`config.mk`:
```
export PLATFORM = sky130hd
export DESIGN_NAME = faro_shuffle_sequencer_unit
export DESIGN_NICKNAME = d
export VERILOG_FILES = /design/src/hw/rtl/faro_pkg.sv /design/src/hw/rtl/faro_shuffle_sequencer_unit.sv
export SDC_FILE = /design/constraint.sdc
export NUM_CORES = 2
export LEC_CHECK = 0
export BUFFER_PORTS_ARGS = -buffer_cell sky130_fd_sc_hd__buf_2
export CORE_MARGIN = 1
export CORE_UTILIZATION = 60
export CTS_CLUSTER_SIZE = 12
export DETAILED_ROUTE_END_ITERATION = 6
export GPL_TIMING_DRIVEN = 0
export PLACE_DENSITY = 0.73
export SLEW_MARGIN = 0
export SYNTH_ARGS = -nofsm -noshare
export SYNTH_HDL_FRONTEND = slang
export SYNTH_SLANG_ARGS = --single-unit
export TNS_END_PERCENT = 20
```
`constraint.sdc`:
```
create_clock -name clk -period 6.4 [get_ports clk]
set_clock_uncertainty 0.05 [all_clocks]
set_input_delay 0 -clock clk [delete_from_list [all_inputs] [get_ports clk]]
set_output_delay 0 -clock clk [all_outputs]
set_load 0.005 [all_outputs]
```
`src/hw/rtl/faro_pkg.sv`:
```
package faro_pkg;

    localparam int MAX_CARDS  = 64;
    localparam int CARD_BITS  = 8;
    localparam int POS_BITS   = 16;
    localparam int IDX_BITS   = 6;
    localparam int COUNT_BITS = 7;
    localparam int PASS_BITS  = 5;
    localparam int BSEL_BITS  = 4;

    localparam logic [COUNT_BITS-1:0] DECK_RESET = 7'd52;

    localparam logic [1:0] OP_WRITE   = 2'd0;
    localparam logic [1:0] OP_READ    = 2'd1;
    localparam logic [1:0] OP_SHUFFLE = 2'd2;

    typedef struct packed {
        logic [1:0]           op;
        logic [IDX_BITS-1:0]  card_index;
        logic [CARD_BITS-1:0] card_value;
        logic [POS_BITS-1:0]  position;
    } item_t;

    typedef struct packed {
        logic [CARD_BITS-1:0] card_out;
        logic [PASS_BITS-1:0] passes_done;
        logic                 status;
    } result_t;

    typedef enum logic [1:0] {
        ST_IDLE,
        ST_READ,
        ST_SHUF,
        ST_FLUSH
    } state_t;

endpackage

```
`src/hw/rtl/faro_shuffle_sequencer_unit.sv`:
```
// channel  | handshake                    | beat
// item     | item_valid / item_stall      | faro_pkg::item_t
// result   | result_valid / result_stall  | faro_pkg::result_t
// config   | cfg_we                       | cfg_wdata (deck_count)
//
// Write, op 3, an out-of-range read and a shuffle with position 0 answer straight
// from ST_IDLE; an in-range read first passes through ST_READ for the deck memory read.
// A shuffle runs its passes in ST_SHUF: each pass copies one slot
// per cycle through the source bank's read port, then ST_FLUSH lands the last write.
// Reset selects bank a and sets deck_count to 52; deck contents are undefined.
// A new item waits while a result is held under result_stall.
module faro_shuffle_sequencer_unit
(
    input  logic                                clk,
    input  logic                                rst_n,
    input  logic                                cfg_we,
    input  logic [faro_pkg::COUNT_BITS-1:0]     cfg_wdata,
    input  logic                                item_valid,
    output logic                                item_stall,
    input  faro_pkg::item_t                     item,
    output logic                                result_valid,
    input  logic                                result_stall,
    output faro_pkg::result_t                   result
);
    import faro_pkg::*;

    logic [CARD_BITS-1:0] bank_a [MAX_CARDS];
    logic [CARD_BITS-1:0] bank_b [MAX_CARDS];
    logic [CARD_BITS-1:0] rd_a_reg;
    logic [CARD_BITS-1:0] rd_b_reg;

    state_t               state_reg, state_next;
    logic                 active_reg, active_next;
    logic [COUNT_BITS-1:0] deck_count_reg;
    logic                 result_valid_reg, result_valid_next;
    result_t              result_reg, result_next;
    logic [POS_BITS-1:0]  pos_reg, pos_next;
    logic [BSEL_BITS-1:0] bit_reg, bit_next;
    logic [PASS_BITS-1:0] passes_reg, passes_next;
    logic [IDX_BITS-1:0]  idx_reg, idx_next;
    logic                 wr_pend_reg, wr_pend_next;
    logic [IDX_BITS-1:0]  wr_addr_reg, wr_addr_next;

    logic [COUNT_BITS-1:0] deck_n;
    logic                  accept;
    logic                  oob;
    logic [PASS_BITS-1:0]  top_len;
    logic                  in_pass;
    logic [COUNT_BITS-1:0] lead;
    logic [COUNT_BITS-1:0] lead_sum;
    logic [IDX_BITS-1:0]   src_idx;
    logic [IDX_BITS-1:0]   rd_addr;
    logic [CARD_BITS-1:0]  rd_data;
    logic                  we_a, we_b;
    logic [IDX_BITS-1:0]   waddr;
    logic [CARD_BITS-1:0]  wdata;
    logic                  host_write;

    assign deck_n = (deck_count_reg > COUNT_BITS'(MAX_CARDS)) ?
                    COUNT_BITS'(MAX_CARDS) : deck_count_reg;

    assign item_stall   = !((state_reg == ST_IDLE) && (!result_valid_reg || !result_stall));
    assign accept       = item_valid && !item_stall;
    assign result_valid = result_valid_reg;
    assign result       = result_reg;

    assign oob     = {1'b0, item.card_index} >= deck_n;
    assign rd_data = active_reg ? rd_b_reg : rd_a_reg;

    always_comb
    begin
        top_len = '0;
        for (int b = 0; b < POS_BITS; b++)
        begin
            if (item.position[b])
                top_len = PASS_BITS'(b + 1);
        end
    end

    assign in_pass  = pos_reg[bit_reg];
    assign lead     = in_pass ? (deck_n >> 1) : ((deck_n + COUNT_BITS'(1)) >> 1);
    assign lead_sum = lead + COUNT_BITS'(idx_reg >> 1);

    always_comb
    begin
        if ({1'b0, idx_reg} >= deck_n)
            src_idx = idx_reg;
        else if ((idx_reg[0] == 1'b0) != in_pass)
            src_idx = idx_reg >> 1;
        else
            src_idx = lead_sum[IDX_BITS-1:0];
    end

    assign rd_addr    = (state_reg == ST_SHUF) ? src_idx : item.card_index;
    assign host_write = accept && (item.op == OP_WRITE) && !oob;

    always_comb
    begin
        if (wr_pend_reg)
        begin
            waddr = wr_addr_reg;
            wdata = rd_data;
            we_a  = active_reg;
            we_b  = !active_reg;
        end
        else
        begin
            waddr = item.card_index;
            wdata = item.card_value;
            we_a  = host_write && !active_reg;
            we_b  = host_write && active_reg;
        end
    end

    always_ff @(posedge clk)
    begin
        if (we_a)
            bank_a[waddr] <= wdata;
        rd_a_reg <= bank_a[rd_addr];
    end

    always_ff @(posedge clk)
    begin
        if (we_b)
            bank_b[waddr] <= wdata;
        rd_b_reg <= bank_b[rd_addr];
    end

    always_ff @(posedge clk or negedge rst_n)
    begin
        if (!rst_n)
            deck_count_reg <= DECK_RESET;
        else if (cfg_we)
            deck_count_reg <= cfg_wdata;
    end

    always_ff @(posedge clk or negedge rst_n)
    begin
        if (!rst_n)
        begin
            state_reg        <= ST_IDLE;
            active_reg       <= 1'b0;
            result_valid_reg <= 1'b0;
            wr_pend_reg      <= 1'b0;
        end
        else
        begin
            state_reg        <= state_next;
            active_reg       <= active_next;
            result_valid_reg <= result_valid_next;
            wr_pend_reg      <= wr_pend_next;
        end
    end

    always_ff @(posedge clk)
    begin
        result_reg  <= result_next;
        pos_reg     <= pos_next;
        bit_reg     <= bit_next;
        passes_reg  <= passes_next;
        idx_reg     <= idx_next;
        wr_addr_reg <= wr_addr_next;
    end

    always_comb
    begin
        state_next        = state_reg;
        active_next       = active_reg;
        result_valid_next = result_valid_reg && result_stall;
        result_next       = result_reg;
        pos_next          = pos_reg;
        bit_next          = bit_reg;
        passes_next       = passes_reg;
        idx_next          = idx_reg;
        wr_pend_next      = 1'b0;
        wr_addr_next      = wr_addr_reg;

        unique case (state_reg)
            ST_IDLE:
            begin
                if (accept)
                begin
                    result_next = '0;
                    unique case (item.op)
                        OP_WRITE:
                        begin
                            result_valid_next  = 1'b1;
                            result_next.status = oob;
                        end
                        OP_READ:
                        begin
                            if (oob)
                            begin
                                result_valid_next  = 1'b1;
                                result_next.status = 1'b1;
                            end
                            else
                                state_next = ST_READ;
                        end
                        OP_SHUFFLE:
                        begin
                            if (top_len == '0)
                                result_valid_next = 1'b1;
                            else
                            begin
                                pos_next    = item.position;
                                bit_next    = BSEL_BITS'(top_len - PASS_BITS'(1));
                                passes_next = top_len;
                                idx_next    = '0;
                                state_next  = ST_SHUF;
                            end
                        end
                        default:
                        begin
                            result_valid_next = 1'b1;
                        end
                    endcase
                end
            end
            ST_READ:
            begin
                result_valid_next    = 1'b1;
                result_next          = '0;
                result_next.card_out = rd_data;
                state_next           = ST_IDLE;
            end
            ST_SHUF:
            begin
                wr_pend_next = 1'b1;
                wr_addr_next = idx_reg;
                idx_next     = idx_reg + IDX_BITS'(1);
                if (idx_reg == IDX_BITS'(MAX_CARDS - 1))
                    state_next = ST_FLUSH;
            end
            ST_FLUSH:
            begin
                active_next = !active_reg;
                idx_next    = '0;
                if (bit_reg == '0)
                begin
                    result_valid_next       = 1'b1;
                    result_next             = '0;
                    result_next.passes_done = passes_reg;
                    state_next              = ST_IDLE;
                end
                else
                begin
                    bit_next   = bit_reg - BSEL_BITS'(1);
                    state_next = ST_SHUF;
                end
            end
            default:
            begin
                state_next = ST_IDLE;
            end
        endcase
    end

endmodule

```
==> results by group <==
Synth
  • Synthesized area per cell: 15.96 sq um
  • Register area share after synthesis: ~74%
  • Seq cells post-synth: 1,102
  • Synth top cells by count: 1,074 x edfxtp_1, 367 x nand2_1, 260 x mux2i_1
  • Post-synth EDFFs: 1,074
  • Synth area leaders: edfxtp_1 72%, mux2i_1 5.8%, nand2_1 3.1%
  • Syn Inst Count: around 2,800
  • Yosys top cell area share: between 70 and 80%
  • Yosys warnings: 0
  • Cell taking the most area after synthesis: edfxtp_1
  • Count leader, synth: edfxtp_1
  • Synthesized area: ~45,000 sq um
  • Unique cell type count in the Yosys netlist: 75
  • Synth Flop Type: edfxtp_1
  • Ys async rst share: ~1.1%
  • Mapped Nets: ~2,900

Power
  • Clock power share: 22.1%
  • Comb pwr share: a little over two fifths
  • Switch Pwr: 10.64 mW
  • Power Internal: 16.27 mW
  • Worst VDD drop: about 0.00032 V
  • Leak pwr: around 17 nW
  • Sequential share of power: 35.1%
  • Cell area power density: approximately 530 nW/um^2
  • Sw frac: between 30 and 40%

Status
  • Violated checks: design-rule violations
  • Status: finished, violations left

STA
  • Pins over their slew limit: 0
  • Slew margin rel.: between 6 and 7%
  • Final setup fails: 0
  • Worst hold slack: around 0.028 ns
  • Final hold violations: 0
  • Final worst-path cycle share: between 90% and 100%
  • Tmin final: around 6.3 ns
  • Fmax: approximately 160 MHz
  • Slew of the pin with the lowest slew margin: 1.400 ns

Finish
  • Fin util: slightly below 70%
  • Antenna cells: 0
  • Fin area: roughly 51,000 sq um
  • Area Overhead vs Synth: 13.85%
  • Finished Layout Cells: ~4,000
  • Share of cells above drive strength 1: between 10 and 15%
  • Fin nets: about 3,100

Floorplanning
  • Die Height: approximately 270 microns
  • Die X: about 270 microns
  • Die area: 75,370 sq um
  • Starting Density: between 60% and 70%
  • Core Area: ~73,000 sq um
  • Boundary Pins: 60
  • Row cnt: approximately 100

Clocking
  • Clk slew on worst S/H paths: around 0.06 ns
  • Clock buffer depth: 3
  • Total CTS buffers: 111
  • CTS tree: yes
  • H-tree levels: 3
  • Root Buffer: clkbuf_16
  • Clk Latency, worst-skew pair: about 0.68 ns
  • Sink Count: ~1,100

Hold path
  • Hold Crit Class: primary input to register

Place
  • Placed instance area: 46,850 sq um
  • Dpl hpwl: between 80,000 and 90,000 microns
  • Routability-driven placement congestion ratio: 0.9366
  • Placed Instances: 3,840
  • Port bufs: 58

Critical path
  • Type of element launching the critical path: register
  • R2r setup slk: between 0.1 and 0.15 ns
  • Worst Path Required: around 6.8 ns
  • WP data arrival: 6.74 ns
  • Crit-path max FO: 10
  • Crit Path Category: register to register
  • Crit end category: register

GRT
  • GRT Util Overall: roughly 32%
  • Largest net degree at the start of global routing: a little over 40
  • Initial antenna violation count: 0
  • First-pass GRT wire length: 173,000 microns
  • Gr ovfl total: 0
  • Number of global-route vias before repair: around 26,000

Route
  • Final ANT Viol Nets: 0
  • Final WL: between 100,000 and 150,000 microns
  • Drt initial violations: 3,811
  • # DRC: 2
  • First-pass DRT Iterations: 7
  • Via count: about 27,000
  • Drt wl/cell: approximately 29 microns
  • Via-to-Cell Ratio: around 6.6

Job
  • Max Cap Violations: 0
metrics by stage:
stage | setup TNS [ns] | setup WS [ns] | power, mW
2_1_floorplan | 0 | 0.7704 | 15.99
3_3_place_gp | -4352.17 | -4.631 | 20.19
3_5_place_dp | -8.685 | -0.7159 | 20.61
4_1_cts | 0 | 0.02137 | 26.51
5_1_grt | -0.02481 | -0.01917 | 27.55
6_report | 0 | 0.1043 | 26.91
final cells by class:
| type | instances | area, sq um |
|---|---|---|
| multi-input combinational | 1507 | 11050 |
| clock buffer | 150 | 2997 |
| buffer | 155 | 739.5 |
| inverter | 28 | 105.1 |
| sequential | 1102 | 32880 |
| fill | 4634 | 22470 |
| tap | 959 | 1200 |
| timing repair buffer | 143 | 1531 |
| clock inverter | 35 | 239.0 |
layout by cell type (no fill, tap or decap), types with 16 or more instances in the layout:
| cell type | instances |
|---|---|
| inv_1 | 27 |
| dfxtp_1 | 16 |
| nor3_1 | 21 |
| o22ai_1 | 45 |
| clkbuf_1 | 95 |
| nand3_1 | 70 |
| dlygate4sd3_1 | 52 |
| nand2_1 | 367 |
| buf_2 | 120 |
| o2111ai_1 | 17 |
| nor4_1 | 17 |
| clkinv_1 | 16 |
| mux4_2 | 61 |
| o221ai_1 | 47 |
| a311oi_1 | 60 |
| nor2_1 | 175 |
| a211oi_1 | 19 |
| clkbuf_16 | 113 |
| edfxtp_1 | 1074 |
| mux2i_1 | 260 |
| mux2_2 | 52 |
| ha_1 | 23 |
| and3_1 | 70 |
| buf_12 | 17 |
| a21oi_1 | 27 |
cells by family after synthesis:
group	synth area share, %
flops	73.77
xor+xnor	0.2752
fa+ha+maj	0.6907
simple gates	7.561
compound gates	5.638
mux	10.24
buf+inv	1.828
final timing paths:
path                                from                end  cells after the start
max                           bit_reg[0]        rd_b_reg[4]                     21
min                              item[5]         pos_reg[5]                      2
max reg2reg                   bit_reg[0]        rd_b_reg[4]                     21
min reg2reg                passes_reg[0]          result[1]                      1
max in group asynchronous          rst_n  deck_count_reg[4]                      3
min in group asynchronous          rst_n        wr_pend_reg                      3
layer usage:
layer,global-route usage [%],share of wire [%]
met1,43.62,37
met2,50.72,47
met3,6.799,11
met4,14.52,5.1
met5,0,0
worst max-delay path: stages, from the launching register on:
cell      delay (ns)
edfxtp_1        0.35
buf_2           0.18
nor2b_1         0.17
a22o_1          0.31
or3_4           0.39
and2_1          0.19
o21ai_0         0.18
ha_1            0.20
inv_1           0.06
fa_1            0.54
nor2_1          0.08
nor2_1          0.17
or4_1           0.14
nand4_1         0.16
o31ai_1         0.35
clkbuf_4        0.38
clkbuf_4        0.38
buf_2           0.38
buf_2           0.43
a311oi_1        0.26
nor4_1          0.54
a311oi_1        0.19
timing repair:
action,in CTS,in global routing
setup buffers,2,0
hold buffers,52,0
endpoints found under the hold margin,172,0
gates resized for setup,11,22
setup endpoints to repair,16,16
pin swaps,1,0
gates cloned,0,0
power groups by stage:
stage | combinational, mW | sequential [mW] | clock [mW]
global route | 11.9 | 9.48 | 6.21
CTS | 11.1 | 9.45 | 5.94
detailed placement | 11.0 | 9.60 | 0
finish | 11.5 | 9.46 | 5.94
global placement | 10.1 | 10.1 | 0
floorplan | 6.19 | 9.80 | 0
Note: power is estimated with default switching activity, not from simulation.
